$ cat src/hw/rtl/ppal_pkg.sv
// ppal_pkg: shared types, codes and defaults of the per-peer admission limiter
// used by ppal_cell, ppal_rem and per_peer_admission_limiter_top; no dependencies
package ppal_pkg;

   localparam int PEER_SLOTS_DEFAULT     = 16;
   localparam int PERIOD_SECONDS_DEFAULT = 3600;

   localparam logic [2:0] OP_ADMIT  = 3'd0;
   localparam logic [2:0] OP_SETTLE = 3'd1;
   localparam logic [2:0] OP_REFILL = 3'd2;
   localparam logic [2:0] OP_QUERY  = 3'd3;
   localparam logic [2:0] OP_SETLIM = 3'd4;

   localparam logic [2:0] RSN_NONE   = 3'd0;
   localparam logic [2:0] RSN_MISS   = 3'd1;
   localparam logic [2:0] RSN_COUNT  = 3'd2;
   localparam logic [2:0] RSN_AMOUNT = 3'd3;
   localparam logic [2:0] RSN_TOKENS = 3'd4;

   localparam logic [2:0] CSR_COUNT_LIMIT  = 3'd0;
   localparam logic [2:0] CSR_AMOUNT_LIMIT = 3'd1;
   localparam logic [2:0] CSR_RATE         = 3'd2;
   localparam logic [2:0] CSR_BAN_ENABLE   = 3'd3;
   localparam logic [2:0] CSR_BAN_DURATION = 3'd4;

   localparam logic [15:0] DEF_COUNT_LIMIT  = 16'd483;
   localparam logic [60:0] DEF_AMOUNT_LIMIT = 61'd5000000000;
   localparam logic [23:0] DEF_RATE         = 24'd3600;

   typedef enum logic [1:0] {
      MODE_LOOKUP = 2'd0,
      MODE_WRITE  = 2'd1,
      MODE_REFILL = 2'd2
   } mode_type;

   typedef struct packed {
      logic [2:0]  opcode;
      logic [63:0] peer_tag;
      logic [60:0] amount;
      logic [31:0] time_now;
      logic [15:0] new_count_limit;
      logic [60:0] new_amount_limit;
      logic [23:0] new_hourly_rate;
   } req_type;

   typedef struct packed {
      logic        ok;
      logic [2:0]  reason;
      logic        ban_request;
      logic [31:0] ban_seconds;
      logic [15:0] pending_items;
      logic [63:0] pending_amount;
   } rsp_type;

   typedef struct packed {
      logic [63:0] tag;
      logic [15:0] count_limit;
      logic [60:0] amount_limit;
      logic [23:0] rate;
      logic [23:0] tokens;
      logic [31:0] refill_time;
      logic [15:0] pending_items;
      logic [63:0] pending_amount;
   } entry_type;

   typedef struct packed {
      logic        act;
      mode_type    mode;
      logic [63:0] tag;
      logic [31:0] now;
      logic        found;
      entry_type   ent;
   } tok_type;

endpackage

$ cat src/hw/rtl/ppal_rem.sv
// ppal_rem: remainder of a 32-bit elapsed time by the refill period
// reciprocal multiply, registered as operand, product and remainder; depends on ppal_pkg
module ppal_rem
   import ppal_pkg::*;
#(
   parameter int PERIOD_SECONDS = PERIOD_SECONDS_DEFAULT
) (
   input  logic        clock,
   input  logic        reset,
   input  logic        start,
   input  logic [31:0] dividend,
   output logic        done,
   output logic [31:0] rem
);

   localparam int          SH         = 32 + $clog2(PERIOD_SECONDS);
   localparam logic [63:0] MAGIC_WIDE =
      ((64'd1 << SH) + 64'(PERIOD_SECONDS) - 64'd1) / 64'(PERIOD_SECONDS);
   localparam logic [32:0] MAGIC      = MAGIC_WIDE[32:0];

   logic [31:0] x_ff, x_in;
   logic [64:0] prod_ff, prod_in;
   logic [31:0] rem_ff, rem_in;
   logic        mul_vld_ff, mul_vld_in;
   logic        sub_vld_ff, sub_vld_in;
   logic        done_ff, done_in;
   logic [31:0] quo;

   // quotient is exact for every 32-bit dividend with the rounded-up reciprocal
   assign quo = 32'(prod_ff >> SH);

   always_comb begin
      x_in       = start ? dividend : x_ff;
      mul_vld_in = start;
      prod_in    = 65'(x_ff) * 65'(MAGIC);
      sub_vld_in = mul_vld_ff;
      rem_in     = x_ff - quo * 32'(PERIOD_SECONDS);
      done_in    = sub_vld_ff;
   end

   always_ff @(posedge clock) begin
      if (reset) begin
         mul_vld_ff <= 1'b0;
         sub_vld_ff <= 1'b0;
         done_ff    <= 1'b0;
      end else begin
         mul_vld_ff <= mul_vld_in;
         sub_vld_ff <= sub_vld_in;
         done_ff    <= done_in;
      end
      x_ff    <= x_in;
      prod_ff <= prod_in;
      rem_ff  <= rem_in;
   end

   assign done = done_ff;
   assign rem  = rem_ff;

endmodule
$ cat config.mk
export PLATFORM = sky130hd
export DESIGN_NAME = ppal_rem
export DESIGN_NICKNAME = d
export VERILOG_FILES = /design/src/hw/rtl/ppal_pkg.sv /design/src/hw/rtl/ppal_rem.sv
export SDC_FILE = /design/constraint.sdc
export NUM_CORES = 1
export LEC_CHECK = 0
export BUFFER_PORTS_ARGS = -buffer_cell sky130_fd_sc_hd__buf_2
export CORE_MARGIN = 2
export CORE_UTILIZATION = 48
export CTS_CLUSTER_SIZE = 25
export DETAILED_ROUTE_END_ITERATION = 10
export GPL_ROUTABILITY_DRIVEN = 0
export PLACE_DENSITY = 0.67
export SYNTH_ARGS = -nofsm -noshare
export SYNTH_HDL_FRONTEND = slang
export SYNTH_SLANG_ARGS = --single-unit
$ cat constraint.sdc
create_clock -name clock -period 8.5 [get_ports clock]
set_clock_uncertainty 0.05 [all_clocks]
set_input_delay 0.425 -clock clock [delete_from_list [all_inputs] [get_ports clock]]
set_output_delay 0.425 -clock clock [all_outputs]
set_load 0.02 [all_outputs]
Word-level counts from Yosys, hierarchy flattened
Cells that the tools add are included.
{"block": "word_totals", "ram_bits": 0, "romBits": 0, "reg_bits": 131, "n_memories": 0, "input_bits": 35, "latchBits": 0, "out_inout_bits": 33, "word_cells": 9}
{"block": "classes", "n_mux": 0, "n_shift": 0, "n_eq_ne": 0, "n_addsub": 1, "div_mod_pow": 0, "bitwise_logic": 0, "magnitude_cmp": 0, "multipliers": 2, "n_reduce_logical": 0}
{"cell": "$mul 32x32->64 const B", "n": 1}
{"cell": "$sub 32x32->32", "n": 1}
{"cell": "$mul 21x8->28 const B", "n": 1}

Longest topological paths before layout
{"block": "depth", "word_depth": 2, "depth_mapped": 26, "mapped_depth_nobuf": 26}

Worst setup path after synthesis
OpenSTA, ideal clock, no wires.
{"block": "synth_timing", "path_kind": "register to register", "startpoint": "register x_ff[25]", "endpoint": "register prod_ff[62]", "setup_ns": 0.121, "path_slack_ns": 1.748, "period_less_slack_ns": 6.752, "arrival_ns": 6.581, "t_required_ns": 8.329, "stages_incl_launch_ff": 27, "n_path_buf": 0, "path_cell_list": "edfxtp_1 -> ha_1 -> inv_1 -> fa_1 -> inv_1 -> fa_1 -> inv_1 -> fa_1 -> inv_1 -> fa_1 -> inv_1 -> fa_1 -> inv_1 -> fa_1 -> inv_1 -> fa_1 -> inv_1 -> ha_1 -> and4_1 -> nor3b_2 -> and4_1 -> nor3b_2 -> a311oi_2 -> o2111ai_2 -> a21oi_2 -> o21bai_2 -> xor2_1"}
{"block": "synth_via", "elab_chain_len": 1}
{"element": "start: declaration", "line": "ppal_rem.sv:21", "rtl": "logic [31:0] x_ff, x_in;"}
{"element": "start signal: assignment", "line": "ppal_rem.sv:51", "rtl": "x_ff <= x_in;"}
{"element": "$mul 32x32->64", "line": "ppal_rem.sv:35", "rtl": "prod_in = 65'(x_ff) * 65'(MAGIC);"}
{"element": "named net prod_in[62]", "line": "ppal_rem.sv:22", "rtl": "logic [64:0] prod_ff, prod_in;"}
{"element": "end signal: assignment", "line": "ppal_rem.sv:52", "rtl": "prod_ff <= prod_in;"}
{"element": "end: declaration", "line": "ppal_rem.sv:22"}
The timed path passes the listed nets, and every way through them passes these cells.
A chain may end at the register's enable or synchronous reset.

Final worst setup path
{"block": "layout_timing", "startpoint": "register x_ff[11]", "endpoint": "register prod_ff[62]"}
The elaborated chain is that of the path after synthesis.

==> metrics.cfg <==
[clocking]
hold_buffers=0
cts_setup_buffers=0
clockRootBuffer=clkbuf_16
clockBufferDepth=2
clk_latency_ns=0.39
cts-resized-gates=0
cts_tree=done
htreeDepth=3
clk_transition_reported_paths_ns=0.09
cts_num_sinks=88
cts-buffers-inserted=9

[global_route]
grt_antenna_before_repair=0
grt_pass1_vias=16634
grt_overflow=0
grt_max_degree=34
grt_first_pass_wirelength_um=92940
grt_usage=0.2610

[sta]
clock.fmax_mhz=130.0
setup_violations=0
post-route-period-util=0.9048
tightest_slew_ns=0.9791
finalSetupTns_ns=0
relSlewSlack=0.3473
slew_violations=0
rsz0062_at_grt=no
fin_crit_ns=7.691
report.final.hold_viol_count=0

[synth]
synthTopCellsByCount=inv_1, ha_1, fa_1, a21oi_1, xor2_1
ys.flop_type=dfxtp_1
syn_nets=3062
seq_area_frac_synth=0.09523
synth_edf_count=32
synth_most_common_cell=inv_1
syn_area_mm2=0.02186
yosys-top-cells-area=fa_1, ha_1, inv_1
syn_area_per_cell_um2=10.18
ys_warn_count=0
synth_top_area_frac=0.3305
synth_top_area_cell=fa_1
synthCells=2147
async_flop_share=0
yosys_register_bits=88
synth_cell_types=70

[drt]
wl_per_cell_um=20.47
drt_wl_total_um=58290
first_pass_iters=7
drt_first_iter_violations=1295
num_vias=15431
ant_nets=0
viasPerCell=5.418
drc=0

[worst_setup_path]
worstSetupPathType=reg2reg
critPathCaptureType=flip-flop
r2r_start=x_ff[11]$_DFFE_PP_
startpoint_type=flip-flop
critPathArrivalTime_ns=7.90
critPathLaunch=x_ff[11]$_DFFE_PP_
cp.required_ns=8.71
critPathMaxFanout=12

[final_layout]
fillers=3928
num_antenna_cells=0
synthToLayoutAreaGrowth_pct=7.010
nets=3158
layout.cells.non_filler=2848
drive_above_1_share=0.06050

[floorplan]
ioPinCount=68
die_area_mm2=0.04727
core-area_mm2=0.04519
die_x_um=217.4
initial_core_util=0.4839
rows=78
chipHeight_um=217.4

[run_status]
status=finished, final reports clean

[worst_hold_path]
hold_path.startpoint=dividend[18]
hold_path.class=in2reg

[placement]
port-buffer-count=67
dp_hpwl_um=51360
place_inst=2832

[run]
maxCapViolations=0

## sequential cells by signal, summed over array words and instances (netlist names)
register	cells
x_ff	32
prod_ff	21
done	1
rem	32
done_in	1
mul_vld_ff	1
## layout make-up
type                       count  area [um2]  area share
tap                          600       750.7     0.03209
clock buffer                   9       225.2    0.009626
multi-input combinational   1478       17590      0.7519
inverter                     574        2155     0.09209
timing repair buffer          92       523.0     0.02235
clock inverter                 7       70.07    0.002995
sequential                    88        2082     0.08899
## placed cells by master, fill, tap and decap left out, types with 16 or more instances in the layout
| cell type | synthesis | final |
|---|---|---|
| dfxtp_1 | 56 | 56 |
| fa_1 | 361 | 361 |
| ha_1 | 519 | 519 |
| nor2_1 | 50 | 50 |
| nand2_1 | 42 | 42 |
| o21ai_0 | 51 | 51 |
| nor3_1 | 16 | 16 |
| xor2_1 | 60 | 60 |
| buf_2 | 1 | 67 |
| xnor2_1 | 31 | 31 |
| a21o_1 | 50 | 50 |
| inv_1 | 574 | 574 |
| a21oi_1 | 68 | 68 |
| edfxtp_1 | 32 | 32 |
| buf_4 | 2 | 25 |
| nand3_1 | 28 | 28 |
| nor2b_1 | 17 | 17 |
## critical path, stage by stage, from the launching register on
cell and delay, ns:
edfxtp_1 0.76, ha_1 0.41, xor2_1 0.22, ha_1 0.21
or2_2 0.32, fa_1 0.49, inv_1 0.05, fa_1 0.48
inv_1 0.06, fa_1 0.49, fa_1 0.52, fa_1 0.49
inv_1 0.05, fa_1 0.47, inv_1 0.05, ha_1 0.33
and3_1 0.24, and3_1 0.20, and4_1 0.22, nor3b_2 0.16
a311oi_2 0.59, o2111ai_2 0.25, a21oi_2 0.24, o21bai_2 0.09
xor2_1 0.14
## worst paths after layout
path                            cells past startpoint                   to  slack [ns]
worst min register to register                      1      done$_SDFF_PP0_        0.41
worst max-delay path                               24  prod_ff[62]$_DFF_P_        0.81
worst min-delay path                                1   x_ff[18]$_DFFE_PP_        0.17
worst max register to register                     24  prod_ff[62]$_DFF_P_        0.81
## through the flow
stage | hold slack, ns | util | setup WS [ns] | instance area [um2]
3_3_place_gp | 0.3744 | 0.5112 | 0.9504 | 23100
3_5_place_dp | 0.3865 | 0.5112 | 0.8183 | 23100
6_report | 0.1688 | 0.5178 | 0.8094 | 23400
4_1_cts | 0.1649 | 0.5178 | 0.8062 | 23400
5_1_grt | 0.1647 | 0.5178 | 0.4514 | 23400
2_1_floorplan | 0.3638 | - | 1.748 | 21860
## per-layer routing
layer | share of wire | vias to the layer above | GRT usage
li1 | - | 7106 | -
met1 | 0.43 | 7630 | 0.3539
met2 | 0.43 | 577 | 0.3925
met3 | 0.098 | 118 | 0.07796
met4 | 0.040 | 0 | 0.1005
met5 | 0 | - | 0
## cell families after synthesis
group | Yosys count | share of synthesized area
AND/OR/NAND/NOR | 229 | 0.05396
XOR/XNOR | 92 | 0.03720
adder cells (fa/ha/maj) | 880 | 0.6276
AO/OA/AOI/OAI | 277 | 0.08584
flip-flops | 88 | 0.09523
buffers and inverters | 581 | 0.1002
Power is left out: the tool's default activity adds up to more than one toggle a clock period on the data nets, which glitch-free logic cannot reach.
