[config.mk]
export PLATFORM = sky130hd
export DESIGN_NAME = ppal_cell
export DESIGN_NICKNAME = d
export VERILOG_FILES = /design/src/hw/rtl/ppal_pkg.sv /design/src/hw/rtl/ppal_cell.sv
export SDC_FILE = /design/constraint.sdc
export NUM_CORES = 1
export LEC_CHECK = 0
export BUFFER_PORTS_ARGS = -buffer_cell sky130_fd_sc_hd__clkbuf_2
export CELL_PAD_IN_SITES_DETAIL_PLACEMENT = 1
export CELL_PAD_IN_SITES_GLOBAL_PLACEMENT = 1
export CORE_AREA = 2 2 321 323
export DETAILED_ROUTE_END_ITERATION = 12
export DIE_AREA = 0 0 323 325
export GPL_TIMING_DRIVEN = 0
export PLACE_DENSITY_LB_ADDON = 0.1
export SYNTH_ARGS = -nofsm -noshare
export SYNTH_HDL_FRONTEND = slang
export SYNTH_SLANG_ARGS = --single-unit
export TNS_END_PERCENT = 100
[constraint.sdc]
create_clock -name clock -period 24.5 [get_ports clock]
set_input_delay 3.675 -clock clock [delete_from_list [all_inputs] [get_ports clock]]
set_output_delay 3.675 -clock clock [all_outputs]
set_load 0.1 [all_outputs]
[src/hw/rtl/ppal_pkg.sv]
// ppal_pkg: shared types, codes and defaults of the per-peer admission limiter
// used by ppal_cell, ppal_rem and per_peer_admission_limiter_top; no dependencies
package ppal_pkg;

   localparam int PEER_SLOTS_DEFAULT     = 16;
   localparam int PERIOD_SECONDS_DEFAULT = 3600;

   localparam logic [2:0] OP_ADMIT  = 3'd0;
   localparam logic [2:0] OP_SETTLE = 3'd1;
   localparam logic [2:0] OP_REFILL = 3'd2;
   localparam logic [2:0] OP_QUERY  = 3'd3;
   localparam logic [2:0] OP_SETLIM = 3'd4;

   localparam logic [2:0] RSN_NONE   = 3'd0;
   localparam logic [2:0] RSN_MISS   = 3'd1;
   localparam logic [2:0] RSN_COUNT  = 3'd2;
   localparam logic [2:0] RSN_AMOUNT = 3'd3;
   localparam logic [2:0] RSN_TOKENS = 3'd4;

   localparam logic [2:0] CSR_COUNT_LIMIT  = 3'd0;
   localparam logic [2:0] CSR_AMOUNT_LIMIT = 3'd1;
   localparam logic [2:0] CSR_RATE         = 3'd2;
   localparam logic [2:0] CSR_BAN_ENABLE   = 3'd3;
   localparam logic [2:0] CSR_BAN_DURATION = 3'd4;

   localparam logic [15:0] DEF_COUNT_LIMIT  = 16'd483;
   localparam logic [60:0] DEF_AMOUNT_LIMIT = 61'd5000000000;
   localparam logic [23:0] DEF_RATE         = 24'd3600;

   typedef enum logic [1:0] {
      MODE_LOOKUP = 2'd0,
      MODE_WRITE  = 2'd1,
      MODE_REFILL = 2'd2
   } mode_type;

   typedef struct packed {
      logic [2:0]  opcode;
      logic [63:0] peer_tag;
      logic [60:0] amount;
      logic [31:0] time_now;
      logic [15:0] new_count_limit;
      logic [60:0] new_amount_limit;
      logic [23:0] new_hourly_rate;
   } req_type;

   typedef struct packed {
      logic        ok;
      logic [2:0]  reason;
      logic        ban_request;
      logic [31:0] ban_seconds;
      logic [15:0] pending_items;
      logic [63:0] pending_amount;
   } rsp_type;

   typedef struct packed {
      logic [63:0] tag;
      logic [15:0] count_limit;
      logic [60:0] amount_limit;
      logic [23:0] rate;
      logic [23:0] tokens;
      logic [31:0] refill_time;
      logic [15:0] pending_items;
      logic [63:0] pending_amount;
   } entry_type;

   typedef struct packed {
      logic        act;
      mode_type    mode;
      logic [63:0] tag;
      logic [31:0] now;
      logic        found;
      entry_type   ent;
   } tok_type;

endpackage

[src/hw/rtl/ppal_cell.sv]
// ppal_cell: one peer slot of the chain; holds an entry and passes the token on
// depends on ppal_pkg
module ppal_cell
   import ppal_pkg::*;
#(
   parameter int PEER_SLOTS     = PEER_SLOTS_DEFAULT,
   parameter int PERIOD_SECONDS = PERIOD_SECONDS_DEFAULT,
   parameter int CELL_IDX       = 0,
   localparam int IW = (PEER_SLOTS > 1) ? $clog2(PEER_SLOTS) : 1,
   localparam int UW = $clog2(PEER_SLOTS + 1)
) (
   input  logic          clock,
   input  logic          reset,
   input  logic [UW-1:0] used_in,
   input  tok_type       tok_in,
   input  logic [IW-1:0] idx_in,
   output tok_type       tok_out,
   output logic [IW-1:0] idx_out
);

   entry_type     ent_ff, ent_in;
   tok_type       tok_ff, tok_nx;
   logic [IW-1:0] idx_ff, idx_nx;
   logic          live;
   logic          due;

   assign live = used_in > UW'(CELL_IDX);
   assign due  = {1'b0, tok_in.now} >= ({1'b0, ent_ff.refill_time} + 33'(PERIOD_SECONDS));

   always_comb begin
      tok_nx = tok_in;
      idx_nx = idx_in;
      ent_in = ent_ff;
      if (tok_in.act) begin
         case (tok_in.mode)
            MODE_LOOKUP: begin
               if (live && !tok_in.found && ent_ff.tag == tok_in.tag) begin
                  tok_nx.found = 1'b1;
                  tok_nx.ent   = ent_ff;
                  idx_nx       = IW'(CELL_IDX);
               end
            end
            MODE_WRITE: begin
               if (idx_in == IW'(CELL_IDX)) begin
                  ent_in = tok_in.ent;
               end
            end
            MODE_REFILL: begin
               if (live && due) begin
                  ent_in.tokens      = ent_ff.rate;
                  ent_in.refill_time = tok_in.now;
               end
            end
            default: begin
            end
         endcase
      end
   end

   always_ff @(posedge clock) begin
      ent_ff <= ent_in;
      idx_ff <= idx_nx;
      if (reset) begin
         tok_ff.act <= 1'b0;
      end else begin
         tok_ff <= tok_nx;
      end
   end

   assign tok_out = tok_ff;
   assign idx_out = idx_ff;

endmodule

# --- After elaboration in Yosys (flattened, before gate mapping) ---
# Cells that the tools add are included.
totals:
  wordCells: 48
  reg_bits: 706
  in_bits: 412
op_classes:
  order_cmp: 2
  mux: 9
  n_addsub: 1
  eq_ne: 5
  n_reduce_logical: 9
op_table:
  columns: ["cell", "count"]
  rows:
  - ["2-to-1 mux 302 bit", 3]
  - ["2-to-1 mux 136 bit", 1]
  - ["case mux 56 bit (2 select lines)", 1]
  - ["equality test 64 bit", 1]
  - ["2-to-1 mux 56 bit", 1]
  - ["adder 32 x 12 -> 33 bit (second input constant)", 1]
  - ["greater-or-equal comparator 32 x 33 -> 1 bit", 1]
  - ["2-to-1 mux 4 bit", 3]
  - ["> comparator 5 x 1 -> 1 bit (second input constant)", 1]
  - ["logical NOT 4 bit", 1]
  - ["inequality test 2 bit (second input constant)", 2]
  - ["AND reduction 4 bit", 1]
  - ["logical AND 1 bit", 3]
  - ["AND reduction 3 bit", 1]
  - ["equality test 2 x 1 -> 1 bit (second input constant)", 1]
  - ["equality test 2 bit (second input constant)", 1]
  - ["logical NOT 2 bit", 1]
  - ["nonzero test 2 bit", 1]
  - ["logical NOT 1 bit", 1]

# --- Logic depth before layout (Yosys ltp) ---
# Gate-level depths: netlist (run 1).
depth:
  ltp_word: 6
  ltp_mapped: 14
  mapped_depth_nobuf: 14

# --- Least setup slack after synthesis (run 1) ---
# OpenSTA, ideal clock, no wires.
synth_path:
  path_kind: "input port to flip-flop"
  start: "input port idx_in[2]"
  end: "register ent_ff[100] (netlist name), enable pin"
  path_stages: 5
  slack_ns: -2.122
  arrival_ns: 26.134
  n_path_buf: 1
  t_required_ns: 24.012
  cell_sequence: "or4_1 -> clkbuf_1 -> nor3_1 -> o21ai_0 -> a21oi_1"
synth_between:
  elab_chain_len: 3
synth_lines:
  columns: ["element", "line_no", "source"]
  rows:
  - ["from (decl)", "ppal_cell.sv:16", "input logic [IW-1:0] idx_in,"]
  - ["logical NOT 4 bit", "ppal_cell.sv:44", "if (idx_in == IW'(CELL_IDX)) begin"]
  - ["inequality test 2 bit (no line)", null, null]
  - ["AND reduction 4 bit (no line)", null, null]
  - ["to (signal assigned)", "ppal_cell.sv:61", "ent_ff <= ent_in;"]
  - ["to (decl)", "ppal_cell.sv:21", "entry_type ent_ff, ent_in;"]
# No other way between the ends.
# A chain may end at the register's enable or synchronous reset.

==> results.cfg, run 1 <==
[route]
drt-initial-drc-count = 774
vias_per_cell = 4.39
first_pass_iters = 7
drc = 0
vias = 16900
wl_per_cell_um = 24.2
routed_wl_um = 93300
ant_nets = 0

[placed_design]
hpwl_um = 71500
dp.cells = 3693
portBuffers = 816
gp_congestion = 0.785

[global_route]
antenna_found_initial = 34
grt_max_degree = 125
grt_pass1_wl_um = 130000
first_global_vias = 18200
grtUsageTotal_pct = 17.3
grt-ovfl-total = 0

[cts]
ctsRootBufferMaster = clkbuf_16
clock_sinks = 706
cts_resized = 0
cts_htree_levels = 3
clockBufferDepth = 3
insertion_delay_ns = 0.65
holdBufCountCts = 0
numCtsBuffers = 85
cts_setup_buffers = 0
cts_tree = done
cts.clk_slew.worst_paths_ns = 0.05

[worst_setup_path]
worst_setup_path_end_kind = register
start_kind = input port
crit_top_cell = buf_2
r2r-start = ent_ff[84]
r2r_setup_slack_ns = 19.79
worstPathArrival_ns = 7.88
path_cells = clkbuf_2 -> or4_1 -> o21ai_0 -> nor4_1 -> nand4_1 -> nor3_2 -> buf_2 -> buf_2 -> mux2_1
critPathMaxFanout = 10
cp_slowest_cell = nor4_1
rr_worst_depth = 15
critPathRequiredTime_ns = 24.88
critical-path-max-stage-delay_ns = 1.21
path_class = input port to register
rr_endpoint = ent_ff[130]

[worst_hold_path]
hold_end = tok_out[74]
worstHoldPathCells = 1
worstHoldStart = ent_ff[74]
hp-class = register to register

[floorplan]
start_util_pct = 27.2
num_rows = 117
die_w_um = 323
core_region_area_um2 = 101000
dieArea_um2 = 105000
dieHeight_um = 325
ios = 817

[sta]
rsz0062_at_grt = false
fin_tns_setup_ns = 0
relSlewSlack_pct = 2.39
final_max_slew_viol_count = 0
final-hold-violation-count = 0
setup_viol = 0
worst_pin_slew_ns = 1.45
min_period_ns = 7.50
fin_hold_ws_ns = 0.534
fin_skew_ns = 0.0197
max_freq_mhz = 133
period_share_pct = 30.6

[synth]
ys_warn_count = 0
syn_avg_cell_area_um2 = 18.5
ys_ff_latch = 706
syn_nets = 1931
ys_seq_area_share_pct = 76.9
syn_area_um2 = 27500
synth_cells = 1486
synth_cell_types = 35

[finish]
final_nets = 2857
synthToLayoutAreaGrowth_pct = 32.8
finalNonFillerCells = 3858
final_util_pct = 36.1
drive_above_1_share_pct = 51.2

[power_and_ir_drop]
pwr_density_cell_nw_per_um2 = 87.4
swShare_pct = 31.8
ir_worst_vdd_uv = 60.4
leakage_nw = 14.0
clockPowerShare_pct = 37.7
p_int_w = 0.00218
p_sw_w = 0.00101
finalPower_w = 0.00319
combPwrFrac_pct = 18.0
p_seq_share_pct = 44.3

[run_status]
status = completed

[job]
drv_cap = 0
-- critical path: cells and delay by family --
family	cells	cell delay [ns]
AND/OR/NAND/NOR	4	2.51
buffers and inverters	3	0.97
multiplexers	1	0.37
AO/OA/AOI/OAI	1	0.31
-- power groups by stage --
stage,combinational (W),clock (W),sequential [W]
6_report,0.000576,0.00120,0.00141
2_1_floorplan,0.0000516,0,0.00184
5_1_grt,0.000594,0.00128,0.00142
3_5_place_dp,0.000581,0,0.00144
4_1_cts,0.000582,0.00124,0.00141
3_3_place_gp,0.000575,0,0.00146
-- kinds of logic (layout without fill, tap and decap cells) --
kind of cell,count (synthesis),count (layout),synth area share [%]
simple gates,210,210,3.54
flops,706,706,76.9
mux,301,301,12.3
buf+inv,59,1052,1.17
xor+xnor,90,90,2.86
compound gates,87,87,1.74
other cells,0,11,0
fa+ha+maj,33,33,1.50
-- per-layer routing --
metal  share of wire, %  global-route usage, %  vias to the layer above
li1                   -                      -                     7638
met1                 37                   18.6                     8524
met2                 51                   30.1                      561
met3                8.8                   7.40                      160
met4                2.9                   5.73                       46
met5               0.33                      0                        -
-- cells in the final DEF (no fill, tap or decap), types with 17 or more instances in the layout --
cell,synthesis,layout
clkbuf_1,18,43
clkbuf_16,0,87
buf_4,24,24
nand4_1,17,17
nand2_1,127,127
clkinv_1,0,18
clkbuf_2,0,816
buf_16,0,17
edfxtp_1,701,701
o21ai_0,62,62
mux2_1,19,19
xor2_1,45,45
mux2_2,282,282
xnor2_1,45,45
ha_1,33,33
-- layout make-up --
cell class | instances | area (um2)
Antenna cell | 11 | 27.5
Buffer | 51 | 293
Clock buffer | 113 | 2280
Clock inverter | 41 | 322
Fill cell | 10600 | 64800
Inverter | 8 | 37.5
Multi-Input combinational cell | 721 | 6060
Sequential cell | 706 | 21200
Tap cell | 1368 | 1710
Timing Repair Buffer | 839 | 4640
-- sequential cells by signal, summed over array words and instances (netlist names) --
name,count
tok_out,401
idx_out,4
ent_ff,301
-- metrics by stage --
| step | area [um2] | setup slack (ns) |
|---|---|---|
| final | 36500 | 17.00 |
| after global routing | 36500 | 16.68 |
| after CTS | 36500 | 16.71 |
| after detailed placement | 33900 | 16.03 |
| after global placement | 33300 | -4.90 |
| after floorplan | 27500 | 6.11 |
-- synthesized netlist by cell type (all sizes together) --
cell	instances	area [um2]
edfxtp	701	21100
xor2	45	394
dfxtp	5	100
or4	2	15.0
and3	7	43.8
nand3	12	60.1
mux2	301	3390
a21o	8	60.1
xnor2	45	394
a22oi	1	7.51
nand2b	2	12.5
nor3	6	35.0
a2111oi	1	8.76
inv	8	30.0
o21ai	62	310
and4	4	35.0
nor2	8	30.0
or2	1	6.26
or3	1	6.26
and3b	1	8.76
a21oi	10	50.1
nor4	12	75.1
a221oi	2	17.5
a221o	1	10.0
buf	33	225
o22ai	1	6.26
clkbuf	18	67.6
nor2b	10	62.6
nand2	127	477
a211oi	1	7.51
nand4	17	106
ha	33	413
-- worst max-delay path by stage --
stage / from / end / slack (ns) / cells past startpoint
after floorplan: idx_in[2] / ent_ff[100] / 6.11 / 7
after global placement: idx_in[2] / ent_ff[129] / -4.90 / 6
after detailed placement: used_in[4] / tok_out[79] / 16.03 / 9
after CTS: used_in[4] / tok_out[85] / 16.71 / 9
after global routing: used_in[4] / tok_out[76] / 16.68 / 9
final: used_in[4] / tok_out[85] / 17.00 / 9
(Power assumes the default switching activity.)
==> run 2, diff against run 1 <==
--- a/config.mk
+++ b/config.mk
@@ -8,9 +8,9 @@
 export BUFFER_PORTS_ARGS = -buffer_cell sky130_fd_sc_hd__clkbuf_2
 export CELL_PAD_IN_SITES_DETAIL_PLACEMENT = 1
 export CELL_PAD_IN_SITES_GLOBAL_PLACEMENT = 1
-export CORE_AREA = 2 2 321 323
+export CORE_AREA = 2 2 315 317
 export DETAILED_ROUTE_END_ITERATION = 12
-export DIE_AREA = 0 0 323 325
+export DIE_AREA = 0 0 317 319
 export GPL_TIMING_DRIVEN = 0
 export PLACE_DENSITY_LB_ADDON = 0.1
 export SYNTH_ARGS = -nofsm -noshare
==> constraint.sdc (replaced) <==
create_clock -name clock -period 7.7 [get_ports clock]
set_input_delay 1.155 -clock clock [delete_from_list [all_inputs] [get_ports clock]]
set_output_delay 1.155 -clock clock [all_outputs]
set_load 0.1 [all_outputs]
==> results.cfg, run 2 (synthesis results as in run 1) <==
[cts]
cts.clk_slew.worst_paths_ns = 0.06
ctsRootBufferMaster = clkbuf_16
cts_htree_levels = 3
holdBufCountCts = 0
insertion_delay_ns = 0.65
cts_setup_buffers = 0
clock_sinks = 706
numCtsBuffers = 85
clockBufferDepth = 3
cts_tree = done
cts_resized = 0

[global_route]
grt_max_degree = 42
grt-ovfl-total = 0
busiest_layer = met2
first_global_vias = 18400
met1_usage_pct = 19.7
use_met2_pct = 31.1
grtUsageMet3_pct = 7.57
antenna_found_initial = 35
grtUsageTotal_pct = 18.0
grt_pass1_wl_um = 131000

[route]
vias_per_cell = 4.46
first_pass_iters = 4
ant_nets = 0
routed_wl_um = 93200
drc = 0
drt-initial-drc-count = 763
wl_per_cell_um = 24.6
vias = 16900

[sta]
relSlewSlack_pct = 36.2
setup_viol = 0
min_period_ns = 4.53
fin_skew_ns = 0.0275
final-hold-violation-count = 0
worst_pin_slew_ns = 0.948
final_max_slew_viol_count = 0
period_share_pct = 58.9
rsz0062_at_grt = false
max_freq_mhz = 221
fin_ws_ns = 3.17

[power_and_ir_drop]
swShare_pct = 31.1
pwr_density_cell_nw_per_um2 = 282
p_sw_w = 0.00323
p_seq_share_pct = 43.2
p_int_w = 0.00717
ir_worst_vdd_uv = 182
combPwrFrac_pct = 17.7
clockPowerShare_pct = 39.1
leakage_nw = 14.2

[worst_setup_path]
rr_worst_depth = 14
worstPathArrival_ns = 4.92
critPathMaxFanout = 16
critPathRequiredTime_ns = 8.09
path_cells = ha_1 -> and4_1 -> nand2b_1 -> nand3_1 -> nor2_1 -> xnor2_1 -> ha_1 -> nand4_1 -> nor4_1 -> a221o_1 -> a2111oi_0 -> a21oi_4 -> buf_16 -> buf_16
critical-path-max-stage-delay_ns = 0.77
worstPathBufferInverterCount = 2
path_class = register to register
start_kind = register
worst_setup_path_end_kind = register
cp_slowest_cell = a2111oi_0
worst-path-stages = 14
path_delay_family = compound AO/OA/AOI/OAI gates

[finish]
seq_area_um2 = 21200
final_nets = 2867
layout_commonest_cell = clkbuf_2
multiInputGateArea_um2 = 6070
drive_above_1_share_pct = 52.0
synthToLayoutAreaGrowth_pct = 33.8
fillerInstances = 10100
final_util_pct = 37.7
largest_reg_flops = 401
final_cell_mix = clkbuf_2, edfxtp_1, mux2_2, nand2_1, clkbuf_16
design_area_um2 = 36800

[floorplan]
ios = 817
start_util_pct = 28.2
core_region_area_um2 = 97700
dieArea_um2 = 101000
num_rows = 115
die_w_um = 317
dieHeight_um = 319

[placed_design]
portBuffers = 816
place_ws_ns = 2.68
gp_congestion = 0.786
placed_cell_area_um2 = 34000
hpwl_um = 73200

[run_status]
status = completed

[worst_hold_path]
worstHoldPathCells = 1
hp-class = register to register

[job]
drv_cap = 0
==> run 2: cell count changes in the layout (fill, tap and decap cells not counted), sizes merged <==
cell      delta
clkinv       +4
bufinv       +8
diode        +1
clkbuf      -13
inv          -3
buf         +10
clkinvlp     +4
==> run 2: layout make-up <==
class,count,share of cell area [%]
Timing Repair Buffer,849,13.1
Multi-Input combinational cell,721,16.5
Antenna cell,12,0.0816
Buffer,51,0.822
Clock buffer,100,5.99
Tap cell,1287,4.37
Clock inverter,54,1.64
Sequential cell,706,57.4
Inverter,8,0.0917
==> run 2: power by group through the flow <==
| stage | sequential, W | clock [W] | combinational (W) |
|---|---|---|---|
| 2_1_floorplan | 0.00583 | 0 | 0.000165 |
| 3_3_place_gp | 0.00461 | 0 | 0.00183 |
| 3_5_place_dp | 0.00457 | 0 | 0.00186 |
| 4_1_cts | 0.00450 | 0.00419 | 0.00186 |
| 5_1_grt | 0.00451 | 0.00433 | 0.00190 |
| 6_report | 0.00449 | 0.00406 | 0.00184 |
==> run 2: worst paths after layout <==
check	startpoint	end	slack [ns]
max	ent_ff[84]	ent_ff[117]	3.17
min	ent_ff[73]	tok_out[73]	0.52
max reg2reg	ent_ff[84]	ent_ff[117]	3.17
min reg2reg	ent_ff[73]	tok_out[73]	0.52
==> run 2: through the flow <==
step                std cells  setup TNS (ns)  power [W]  hold slack [ns]
detailed placement       3622               0    0.00643            0.521
finish                   3788               0     0.0104            0.519
floorplan                1486         -251.55    0.00600            0.508
global placement         3589        -3359.90    0.00644            0.519
global route             3787               0     0.0107            0.548
CTS                      3776               0     0.0105            0.529
==> run 2: layer usage <==
layer / wire length (um) / share of wire, % / vias to the layer above
met5: 253 / 0.27 / -
met4: 2660 / 2.9 / 40
met3: 8270 / 8.9 / 163
met2: 47400 / 51 / 580
met1: 34600 / 37 / 8456
li1: - / - / 7664
